<file path="config.mk">
export PLATFORM = sky130hd
export DESIGN_NAME = decimal_amount_parser
export DESIGN_NICKNAME = d
export VERILOG_FILES = /design/src/rtl/dap_pkg.sv /design/src/rtl/dap_accum.sv /design/src/rtl/dap_out_reg.sv /design/src/rtl/decimal_amount_parser.sv
export SDC_FILE = /design/constraint.sdc
export NUM_CORES = 1
export LEC_CHECK = 0
export BUFFER_PORTS_ARGS = -buffer_cell sky130_fd_sc_hd__buf_2
export CAP_MARGIN = 20
export CORE_MARGIN = 5
export CORE_UTILIZATION = 64
export DETAILED_ROUTE_END_ITERATION = 8
export PLACE_DENSITY = 0.88
export RECOVER_POWER = 100
export SYNTH_ARGS = -nofsm -noshare
export SYNTH_HDL_FRONTEND = slang
export SYNTH_SLANG_ARGS = --single-unit
</file>
<file path="constraint.sdc">
create_clock -name clk -period 6.8 [get_ports clk]
set_input_delay 0.34 -clock clk [delete_from_list [all_inputs] [get_ports clk]]
set_output_delay 0.34 -clock clk [all_outputs]
set_load 0.005 [all_outputs]
</file>
<file path="src/rtl/dap_pkg.sv">
// Shared types, constants and power-of-ten table for the decimal amount parser.
// No dependencies; used by every module of the block.
`default_nettype none

package dap_pkg;

  localparam int FRACTION_DIGITS_DEF = 10;
  localparam int POW_W = 5;

  localparam logic [63:0] AMOUNT_LIMIT = 64'h7FFF_FFFF_FFFF_FFFF;

  localparam logic [15:0] CU_DOT  = 16'h002E;
  localparam logic [15:0] CU_ZERO = 16'h0030;
  localparam logic [15:0] CU_NINE = 16'h0039;

  localparam logic KIND_CHAR = 1'b0;
  localparam logic KIND_END  = 1'b1;

  typedef struct packed {
    logic        kind;
    logic [15:0] code_unit;
  } in_item_t;

  typedef struct packed {
    logic        valid_res;
    logic [62:0] amount_units;
  } out_item_t;

  // one character or end marker handed to the accumulator
  typedef struct packed {
    logic     en;
    in_item_t item;
  } step_t;

  function automatic logic [63:0] pow10(input logic [POW_W-1:0] n);
    logic [63:0] p;
    case (n)
      5'd0:    p = 64'd1;
      5'd1:    p = 64'd10;
      5'd2:    p = 64'd100;
      5'd3:    p = 64'd1000;
      5'd4:    p = 64'd10000;
      5'd5:    p = 64'd100000;
      5'd6:    p = 64'd1000000;
      5'd7:    p = 64'd10000000;
      5'd8:    p = 64'd100000000;
      5'd9:    p = 64'd1000000000;
      5'd10:   p = 64'd10000000000;
      5'd11:   p = 64'd100000000000;
      5'd12:   p = 64'd1000000000000;
      5'd13:   p = 64'd10000000000000;
      5'd14:   p = 64'd100000000000000;
      5'd15:   p = 64'd1000000000000000;
      5'd16:   p = 64'd10000000000000000;
      5'd17:   p = 64'd100000000000000000;
      5'd18:   p = 64'd1000000000000000000;
      default: p = 64'd0;
    endcase
    return p;
  endfunction

endpackage

`default_nettype wire

</file>
<file path="src/rtl/dap_accum.sv">
// Parse state and per-character update; forms the result for an end marker.
// Depends on dap_pkg.
`default_nettype none

module dap_accum #(
  parameter int FRAC_DIGITS = dap_pkg::FRACTION_DIGITS_DEF
) (
  input  wire logic               clk,
  input  wire logic               rst_n,
  input  wire dap_pkg::step_t     step,
  output dap_pkg::out_item_t      res
);

  localparam logic [63:0] SCALE = dap_pkg::pow10(dap_pkg::POW_W'(FRAC_DIGITS));
  localparam logic [63:0] MAX_WHOLE = dap_pkg::AMOUNT_LIMIT / SCALE;
  localparam logic [63:0] MAX_WHOLE_DIV10 = MAX_WHOLE / 10;
  localparam int WHOLE_W = $clog2(MAX_WHOLE + 64'd1);
  localparam int FRAC_W  = $clog2(SCALE);
  localparam int CNT_W   = $clog2(FRAC_DIGITS + 1);

  logic [WHOLE_W-1:0] whole_r, whole_nxt;
  logic [62:0]        wscaled_r, wscaled_nxt;
  logic [FRAC_W-1:0]  frac_r, frac_nxt;
  logic [CNT_W-1:0]   cnt_r, cnt_nxt;
  logic               dot_r, dot_nxt;
  logic               nonempty_r, nonempty_nxt;
  logic               rej_r, rej_nxt;

  logic [3:0]              digit;
  logic                    is_digit;
  logic [WHOLE_W+3:0]      whole_new;
  logic [63:0]             wscaled_new;
  logic [dap_pkg::POW_W-1:0] frac_exp;
  logic [63:0]             frac_add;
  logic [63:0]             total;
  logic                    ok;

  assign digit    = step.item.code_unit[3:0];
  assign is_digit = step.item.code_unit inside {[dap_pkg::CU_ZERO:dap_pkg::CU_NINE]};

  // whole*10 + d, and the same on the value already scaled by 10^FRAC_DIGITS
  assign whole_new = ((WHOLE_W+4)'(whole_r) << 3) + ((WHOLE_W+4)'(whole_r) << 1)
                   + (WHOLE_W+4)'(digit);
  assign wscaled_new = (64'(wscaled_r) << 3) + (64'(wscaled_r) << 1)
                     + 64'(digit) * SCALE;

  // place the fraction digit at its final weight
  assign frac_exp = dap_pkg::POW_W'(FRAC_DIGITS - 1) - dap_pkg::POW_W'(cnt_r);
  assign frac_add = 64'(digit) * dap_pkg::pow10(frac_exp);

  always_comb begin
    whole_nxt    = whole_r;
    wscaled_nxt  = wscaled_r;
    frac_nxt     = frac_r;
    cnt_nxt      = cnt_r;
    dot_nxt      = dot_r;
    nonempty_nxt = nonempty_r;
    rej_nxt      = rej_r;
    if (step.en) begin
      if (step.item.kind == dap_pkg::KIND_END) begin
        whole_nxt    = '0;
        wscaled_nxt  = '0;
        frac_nxt     = '0;
        cnt_nxt      = '0;
        dot_nxt      = 1'b0;
        nonempty_nxt = 1'b0;
        rej_nxt      = 1'b0;
      end else if (!rej_r) begin
        if (step.item.code_unit == dap_pkg::CU_DOT && !dot_r) begin
          dot_nxt = 1'b1;
        end else if (!is_digit) begin
          rej_nxt = 1'b1;
        end else if (!dot_r) begin
          if (64'(whole_r) > MAX_WHOLE_DIV10) begin
            rej_nxt = 1'b1;
          end else if (64'(whole_new) > MAX_WHOLE) begin
            rej_nxt = 1'b1;
          end else begin
            whole_nxt    = WHOLE_W'(whole_new);
            wscaled_nxt  = wscaled_new[62:0];
            nonempty_nxt = 1'b1;
          end
        end else begin
          if (cnt_r >= CNT_W'(FRAC_DIGITS)) begin
            rej_nxt = 1'b1;
          end else begin
            frac_nxt = frac_r + FRAC_W'(frac_add);
            cnt_nxt  = cnt_r + CNT_W'(1);
          end
        end
      end
    end
  end

  always_ff @(posedge clk) begin
    if (!rst_n) begin
      whole_r    <= '0;
      wscaled_r  <= '0;
      frac_r     <= '0;
      cnt_r      <= '0;
      dot_r      <= 1'b0;
      nonempty_r <= 1'b0;
      rej_r      <= 1'b0;
    end else begin
      whole_r    <= whole_nxt;
      wscaled_r  <= wscaled_nxt;
      frac_r     <= frac_nxt;
      cnt_r      <= cnt_nxt;
      dot_r      <= dot_nxt;
      nonempty_r <= nonempty_nxt;
      rej_r      <= rej_nxt;
    end
  end

  // result from the state left by all characters before the end marker
  assign total = 64'(wscaled_r) + 64'(frac_r);
  assign ok    = !rej_r && (nonempty_r || cnt_r != '0) && !total[63];

  always_comb begin
    res.valid_res    = ok;
    res.amount_units = ok ? total[62:0] : 63'd0;
  end

  a_end_clears: assert property (@(posedge clk) disable iff (!rst_n)
    step.en && step.item.kind == dap_pkg::KIND_END
    |=> !rej_r && !dot_r && !nonempty_r && cnt_r == '0)
    else $error("parse state not cleared after end marker");

  a_cnt_bound: assert property (@(posedge clk) disable iff (!rst_n)
    cnt_r <= CNT_W'(FRAC_DIGITS))
    else $error("fraction digit count beyond limit");

endmodule

`default_nettype wire

</file>
<file path="src/rtl/dap_out_reg.sv">
// Result register of the decimal amount parser; holds one result until taken.
// Depends on dap_pkg.
`default_nettype none

module dap_out_reg (
  input  wire logic                clk,
  input  wire logic                rst_n,
  input  wire logic                load,
  input  wire dap_pkg::out_item_t  load_data,
  output logic                     free,
  output logic                     out_valid,
  input  wire logic                out_ready,
  output dap_pkg::out_item_t       out_data
);

  logic               vld_r, vld_nxt;
  dap_pkg::out_item_t data_r;

  assign free = !vld_r || out_ready;

  always_comb begin
    vld_nxt = vld_r;
    if (load) begin
      vld_nxt = 1'b1;
    end else if (out_ready) begin
      vld_nxt = 1'b0;
    end
  end

  always_ff @(posedge clk) begin
    if (!rst_n) begin
      vld_r <= 1'b0;
    end else begin
      vld_r <= vld_nxt;
    end
  end

  always_ff @(posedge clk) begin
    if (load) begin
      data_r <= load_data;
    end
  end

  assign out_valid = vld_r;
  assign out_data  = data_r;

endmodule

`default_nettype wire

</file>
<file path="src/rtl/decimal_amount_parser.sv">
// Decimal amount parser: one UTF-16 code unit per transaction, end marker emits result.
// An end marker's result is registered as the marker leaves the input register.
// Throughput: one item per cycle unless an end marker waits; each character folds in
// through a single multiply-by-ten, add and compare step on the registered parse state.
// An end marker waits in the input register only while the result register is held.
// Reset (rst_n low, synchronous) clears the parse state and both valid flags.
`default_nettype none

module decimal_amount_parser #(
  parameter int FRAC_DIGITS = dap_pkg::FRACTION_DIGITS_DEF
) (
  input  wire logic                clk,
  input  wire logic                rst_n,
  input  wire logic                in_valid,
  output logic                     in_ready,
  input  wire dap_pkg::in_item_t   in_data,
  output logic                     out_valid,
  input  wire logic                out_ready,
  output dap_pkg::out_item_t       out_data
);

  logic               in_vld_r, in_vld_nxt;
  dap_pkg::in_item_t  in_item_r;
  logic               out_free;
  logic               advance;
  logic               load_res;
  dap_pkg::step_t     step;
  dap_pkg::out_item_t res;

  // characters never wait; an end marker needs room in the result register
  assign advance  = in_vld_r && (in_item_r.kind == dap_pkg::KIND_CHAR || out_free);
  assign in_ready = !in_vld_r || advance;
  assign load_res = advance && in_item_r.kind == dap_pkg::KIND_END;

  always_comb begin
    in_vld_nxt = in_vld_r;
    if (in_valid && in_ready) begin
      in_vld_nxt = 1'b1;
    end else if (advance) begin
      in_vld_nxt = 1'b0;
    end
  end

  always_ff @(posedge clk) begin
    if (!rst_n) begin
      in_vld_r <= 1'b0;
    end else begin
      in_vld_r <= in_vld_nxt;
    end
  end

  always_ff @(posedge clk) begin
    if (in_valid && in_ready) begin
      in_item_r <= in_data;
    end
  end

  always_comb begin
    step.en   = advance;
    step.item = in_item_r;
  end

  dap_accum #(
    .FRAC_DIGITS(FRAC_DIGITS)
  ) u_accum (
    .clk   (clk),
    .rst_n (rst_n),
    .step  (step),
    .res   (res)
  );

  dap_out_reg u_out (
    .clk       (clk),
    .rst_n     (rst_n),
    .load      (load_res),
    .load_data (res),
    .free      (out_free),
    .out_valid (out_valid),
    .out_ready (out_ready),
    .out_data  (out_data)
  );

  a_end_gives_result: assert property (@(posedge clk) disable iff (!rst_n)
    load_res |=> out_valid)
    else $error("end marker did not produce a result");

  a_no_spurious_result: assert property (@(posedge clk) disable iff (!rst_n)
    !out_valid && !load_res |=> !out_valid)
    else $error("result appeared without an end marker");

  a_stall_cause: assert property (@(posedge clk) disable iff (!rst_n)
    !in_ready |-> in_vld_r && in_item_r.kind == dap_pkg::KIND_END && out_valid && !out_ready)
    else $error("input stalled without a held result");

endmodule

`default_nettype wire
</file>
==> impl_metrics.yaml, run 1 <==
run_status:
  outcome: "complete, but fails checks"
  violations: "capacitance limit, slew limit"
timing:
  whs_ns: 0.0901
  tightest_slew_ns: 3.78
  slew_viol_final: 83
  max-slew-margin-rel_pct: -152
  setup_viol: 0
  hold_viol: 0
  period_needed_ns: 6.53
  worst_slack_ns: 0.266
  fin_skew_ns: 0.0279
  post-route-period-util_pct: 96.1
  max_freq_mhz: 153
power:
  power.density_nw_per_um2: 153
  pwr-share-clk_pct: 37.6
  p_sw_uw: 1080
  combPwrFrac_pct: 24.6
  p_sw_share_pct: 31.2
  p_leak_uw: 0.0101
  power_uw: 3460
  seqPwrFrac_pct: 37.8
  p_int_uw: 2380
  ir_drop_mv: 0.181
cts:
  clkTransAtPathRegs_ns: 0.06
  cts-root-buf: "clkbuf_16"
  clk_latency_ns: 0.55
  cts_buffer_depth: 3
  cts_sinks: 204
  htreeDepth: 1
  cts_tree: "built"
  cts_buffers: 24
critical_path:
  path_buf_inv: 1
  r2r-start: "in_item_r[3]$_DFFE_PP_"
  r2r-end: "u_accum.wscaled_r[59]$_SDFFE_PN0P_"
  cpLargestDelayFamily: "adder cells"
  crit_top_cell: "a21o_1"
  reg2regPathDepth: 25
  criticalPathCategory: "reg2reg"
  critPathLaunchType: "flip-flop"
  arrival_ns: 7.02
  required_ns: 7.29
  endpoint_kind: "flip-flop"
  r2r_setup_slack_ns: 0.27
  cpPeakStageDelay_ns: 0.64
  crit_slowest_cell: "fa_2"
  critPathMaxFanout: 6
final_layout:
  fin_nets: 2814
  syn_to_final_growth_pct: 8.38
  fin_util_pct: 69.8
  n_antenna_cell: 0
  drive_gt1_share_pct: 6.13
  final_cell_count_no_fill: 2890
drt:
  drt_first_pass_iters: 6
  drc_errors: 0
  wl_per_cell_um: 18.5
  drtAntennaViolNets: 0
  vias: 18100
  routed_wl_um: 53400
  vias_per_cell: 6.26
  drt_iter0_markers: 1449
die:
  die_x_um: 190
  pin_count: 87
  num_rows: 66
  initial_core_util_pct: 64.4
  die_y_um: 190
  core_um2: 32300
  dieArea_um2: 36200
global_routing:
  grt_max_degree: 65
  grt_pass1_wl_um: 88300
  grt_pass1_vias: 18100
  grt_antenna_before_repair: 0
  grt_usage_pct: 29.2
  grt_remaining_overflow: 0
job:
  max-cap-violations: 2
synthesis:
  yosysUniqueCellTypes: 86
  yosys_warnings: 0
  ys_seq_area_share_pct: 23.5
  synth_cells: 2361
  synth_top_area_cell: "ha_1"
  synthesis.nets: 2745
  syn_area_um2: 20800
  syn_area_per_cell_um2: 8.81
  synth_enable_flop_cells: 81
  synth_seq_cells: 204
  synth_top_flop_cell: "dfxtp_1"
  synth_top_area_share_pct: 14.3
  synth-async-reset-ratio_pct: 0
  synth_area_leaders: "ha_1 14%, fa_1 12%, dfxtp_1 12%, edfxtp_1 12%, a21oi_1 3.9%"
min_path:
  hold_path_startpoint: "in_valid"
  hp-class: "in2reg"
  holdPathEnd: "in_vld_r$_SDFFE_PN0P_"
  worstHoldPathCells: 3
placed_design:
  dpl_worst_slack_ns: 0.240
  portBuffers: 86
  dp_hpwl_um: 40100
  routabilityCongestion: 0.958
  dp_cells: 2830
timing repair:
item | in CTS | in global routing
setup buffers | 0 | 1
gates resized for setup | 0 | 13
hold endpoints to repair | 14 | 1
hold buffers | 14 | 1
endpoints found under the setup margin | 0 | 12
through the flow:
step / TNS [ns] / cell area (um2)
3_3_place_gp: 0 / 21600
5_1_grt: -0.0432 / 22500
3_5_place_dp: 0 / 21600
4_1_cts: 0 / 22500
6_report: 0 / 22500
2_1_floorplan: 0 / 20800
routing by layer:
layer  vias up  share of wire [%]  track usage, %
met3       146                6.4            3.44
li1       8558                  -               -
met4         0                3.9            11.2
met5         -                  0               0
met2       727                 48            50.6
met1      8667                 41            37.7
flip-flops by register name, indices dropped and copies added (netlist names):
signal and count:
u_out.out_data 64, u_accum.wscaled_r 53, u_accum.frac_r 34, u_accum.whole_r 27
in_item_r 17, u_accum.cnt_r 4, in_vld_r 1, u_accum.dot_r 1
u_accum.nonempty_r 1, u_accum.rej_r 1, u_out.out_valid 1
worst max path at each step:
stage          slack [ns]                    from                                 end  cells past startpoint
5_1_grt             -0.02  in_item_r[3]$_DFFE_PP_  u_accum.wscaled_r[59]$_SDFFE_PN0P_                     25
3_3_place_gp         0.46  in_item_r[1]$_DFFE_PP_  u_accum.wscaled_r[59]$_SDFFE_PN0P_                     25
3_5_place_dp         0.24  in_item_r[1]$_DFFE_PP_  u_accum.wscaled_r[61]$_SDFFE_PN0P_                     25
4_1_cts              0.22  in_item_r[1]$_DFFE_PP_  u_accum.wscaled_r[61]$_SDFFE_PN0P_                     25
6_report             0.27  in_item_r[3]$_DFFE_PP_  u_accum.wscaled_r[59]$_SDFFE_PN0P_                     25
2_1_floorplan        0.50  in_item_r[1]$_DFFE_PP_  u_accum.wscaled_r[59]$_SDFFE_PN0P_                     25
layout by cell type (no fill, tap or decap), types with 31 or more instances in the layout:
master / n
a21o_1: 65
a21oi_1: 159
and2_1: 46
and3_1: 31
buf_2: 39
clkbuf_1: 52
dfxtp_1: 123
edfxtp_1: 81
fa_1: 125
ha_1: 236
inv_1: 195
nand2_1: 212
nand3_1: 52
nor2_1: 154
nor2b_1: 52
nor3_1: 47
o21ai_0: 106
o2bb2ai_1: 54
xnor2_1: 87
xor2_1: 61
logic make-up after synthesis:
| family | after synthesis | share of synthesized area [%] |
|---|---|---|
| buffers and inverters | 284 | 5.49 |
| adders and majority gates | 363 | 26.4 |
| xor gates and xnor gates | 149 | 6.28 |
| and+or+nand+nor | 700 | 16.4 |
| AOI/OAI and AO/OA | 653 | 21.5 |
| DFF | 204 | 23.5 |
| muxes | 8 | 0.391 |
layout make-up:
cell class,count,area [um2]
Fill cell,2445,9750
Sequential cell,204,4890
Multi-Input combinational cell,1873,14800
Timing Repair Buffer,131,751
Clock inverter,14,144
Clock buffer,30,643
Tap cell,442,553
Inverter,196,736
worst register-to-register path, delay by kind of cell, from the launching register on:
kind            cells  cell delay, ns
simple gates        6            1.36
xor+xnor            1            0.12
flops               1            0.43
compound gates     12            2.23
fa+ha+maj           5            2.30
buf+inv             1            0.04
cells in the mapped netlist (all sizes together) (8+ instances only):
| cell type | number |
|---|---|
| or3 | 21 |
| nor3 | 49 |
| or2 | 9 |
| a22oi | 29 |
| o21ai | 120 |
| o2111ai | 8 |
| clkbuf | 56 |
| o21bai | 17 |
| xnor2 | 87 |
| o211ai | 23 |
| inv | 196 |
| and2 | 46 |
| and3 | 31 |
| o21a | 27 |
| nor2b | 53 |
| ha | 237 |
| nor4 | 9 |
| a211oi | 20 |
| o31ai | 11 |
| a22o | 30 |
| edfxtp | 81 |
| nand2 | 212 |
| nand3 | 53 |
| fa | 126 |
| xor2 | 62 |
| nand2b | 20 |
| a31oi | 18 |
| nand4 | 16 |
| a21o | 65 |
| buf | 32 |
| o2bb2ai | 54 |
| nor2 | 157 |
| dfxtp | 123 |
| a21oi | 162 |
power by group through the flow:
stage | clock network (uW) | registers (uW) | logic, uW
final | 1300 | 1310 | 849
after global routing | 1370 | 1310 | 948
after CTS | 1310 | 1300 | 831
after detailed placement | 0 | 1330 | 815
after global placement | 0 | 1330 | 779
after floorplan | 0 | 1330 | 631
(Power assumes the default switching activity.)
==> run 2, diff against run 1 <==
--- a/config.mk
+++ b/config.mk
@@ -8,9 +8,9 @@
 export BUFFER_PORTS_ARGS = -buffer_cell sky130_fd_sc_hd__buf_2
 export CAP_MARGIN = 20
 export CORE_MARGIN = 5
-export CORE_UTILIZATION = 64
+export CORE_UTILIZATION = 30
 export DETAILED_ROUTE_END_ITERATION = 8
-export PLACE_DENSITY = 0.88
+export PLACE_DENSITY = 0.51
 export RECOVER_POWER = 100
 export SYNTH_ARGS = -nofsm -noshare
 export SYNTH_HDL_FRONTEND = slang
==> impl_metrics.yaml, run 2 (synthesized netlist as in run 1, its figures left out) <==
run_status:
  outcome: "complete, but fails checks"
  violations: "capacitance limit, slew limit"
placed_design:
  dp_cells: 3325
  routabilityCongestion: 0.866
  portBuffers: 86
  place_area_um2: 22300
  dp_hpwl_um: 45500
cts:
  htreeDepth: 1
  cts_buffers: 28
  cts_tree: "built"
  clk_latency_ns: 0.58
  cts-root-buf: "clkbuf_16"
  cts_buffer_depth: 3
  cts_sinks: 204
  clkTransAtPathRegs_ns: 0.06
drt:
  vias: 17300
  drc_errors: 0
  drt_iter0_markers: 837
  drtAntennaViolNets: 0
  drt_first_pass_iters: 5
  vias_per_cell: 5.09
  wl_per_cell_um: 17.4
  routed_wl_um: 59000
die:
  die_x_um: 273
  core_um2: 68700
  die_y_um: 273
  initial_core_util_pct: 30.3
  num_rows: 96
  pin_count: 87
  dieArea_um2: 74700
job:
  max-cap-violations: 1
global_routing:
  grt_usage_pct: 15.5
  grt_remaining_overflow: 0
  grt_pass1_wl_um: 95500
  grt_antenna_before_repair: 1
  grt_max_degree: 66
  grt_pass1_vias: 17800
power:
  p_int_uw: 2680
  p_leak_uw: 0.0102
  pwr-share-clk_pct: 43.8
  p_sw_share_pct: 30.3
  seqPwrFrac_pct: 34.1
  ir_drop_mv: 0.183
  power.density_nw_per_um2: 164
  p_sw_uw: 1160
  combPwrFrac_pct: 22.0
timing:
  post-route-period-util_pct: 94.3
  setup_viol: 0
  tns_ns: 0
  tightest_slew_ns: 4.18
  hold_viol: 0
  max_freq_mhz: 156
  slew_viol_final: 65
  max-slew-margin-rel_pct: -179
  period_needed_ns: 6.41
  fin_skew_ns: 0.0208
final_layout:
  fin_nets: 2827
  stdcell_area_um2: 23500
  syn_to_final_growth_pct: 12.8
  final_common_cell: "ha_1"
  largest_reg_flops: 64
  mostFrequentLayoutCells: "236 x ha_1, 212 x nand2_1, 195 x inv_1"
  n_antenna_cell: 0
  drive_gt1_share_pct: 6.09
  final_cell_count_no_fill: 3396
critical_path:
  cpLargestDelayFamily: "compound AO/OA/AOI/OAI gates"
  endpoint_kind: "flip-flop"
  critPathLaunchType: "flip-flop"
  r2r_setup_slack_ns: 0.39
  crit_slowest_cell: "fa_1"
  critPathMaxFanout: 6
  required_ns: 7.27
  criticalPathCategory: "reg2reg"
  path_buf_inv: 2
  arrival_ns: 6.88
  cpPeakStageDelay_ns: 0.66
min_path:
  hp-class: "in2reg"
run 2: changes by cell type in the layout (fill, tap and decap cells not counted), sizes merged:
cell         delta
buf            -13
bufinv          +5
clkbuf         +24
clkinv          -2
dlygate4sd3     +1
inv             +2
run 2: cell type report:
cell class,instances,area (um2)
tap,931,1160
sequential,204,4890
timing repair buffer,140,783
clock inverter,19,298
inverter,196,737
clock buffer,33,741
multi-input combinational,1873,14800
fill,7246,45300
run 2: timing repair:
item | 4_1_cts | 5_1_grt
setup endpoints to repair | 0 | 12
hold endpoints to repair | 16 | 0
gates resized for setup | 0 | 19
hold buffers | 16 | 0
setup buffers | 0 | 2
run 2: through the flow:
stage / hold WS, ns / setup slack (ns) / utilization (%) / total power, uW
2_1_floorplan: 0.425 / 0.503 / - / 1960
3_3_place_gp: 0.474 / 0.372 / 32.5 / 2160
3_5_place_dp: 0.475 / 0.200 / 32.5 / 2160
4_1_cts: 0.0158 / 0.187 / 34.2 / 3910
5_1_grt: 0.0635 / -0.00880 / 34.1 / 4060
6_report: 0.0693 / 0.388 / 34.1 / 3840
run 2: power by group through the flow:
stage	clock, uW	combinational, uW	sequential [uW]
6_report	1680	846	1310
3_3_place_gp	0	823	1340
3_5_place_dp	0	828	1340
5_1_grt	1790	960	1310
4_1_cts	1750	848	1310
2_1_floorplan	0	631	1330
run 2: worst paths after layout:
path,startpoint,endpoint,cells after the start
max,in_item_r[3]$_DFFE_PP_,u_accum.wscaled_r[60]$_SDFFE_PN0P_,25
min,in_valid,in_vld_r$_SDFFE_PN0P_,3
max reg2reg,in_item_r[3]$_DFFE_PP_,u_accum.wscaled_r[60]$_SDFFE_PN0P_,25
min reg2reg,u_accum.frac_r[3]$_SDFFE_PN0P_,u_accum.frac_r[3]$_SDFFE_PN0P_,2
run 2: tightest hold or removal path, stage by stage:
cell and delay (ns):
buf_2 0.09, inv_1 0.06, a21boi_0 0.09
run 2: layer usage:
metal / up-vias / GRT usage, % / share of wire (%)
met3: 75 / 1.60 / 3.0
met1: 8348 / 21.3 / 48
met4: 0 / 3.78 / 2.5
met2: 271 / 26.2 / 46
met5: - / 0 / 0
li1: 8599 / - / -
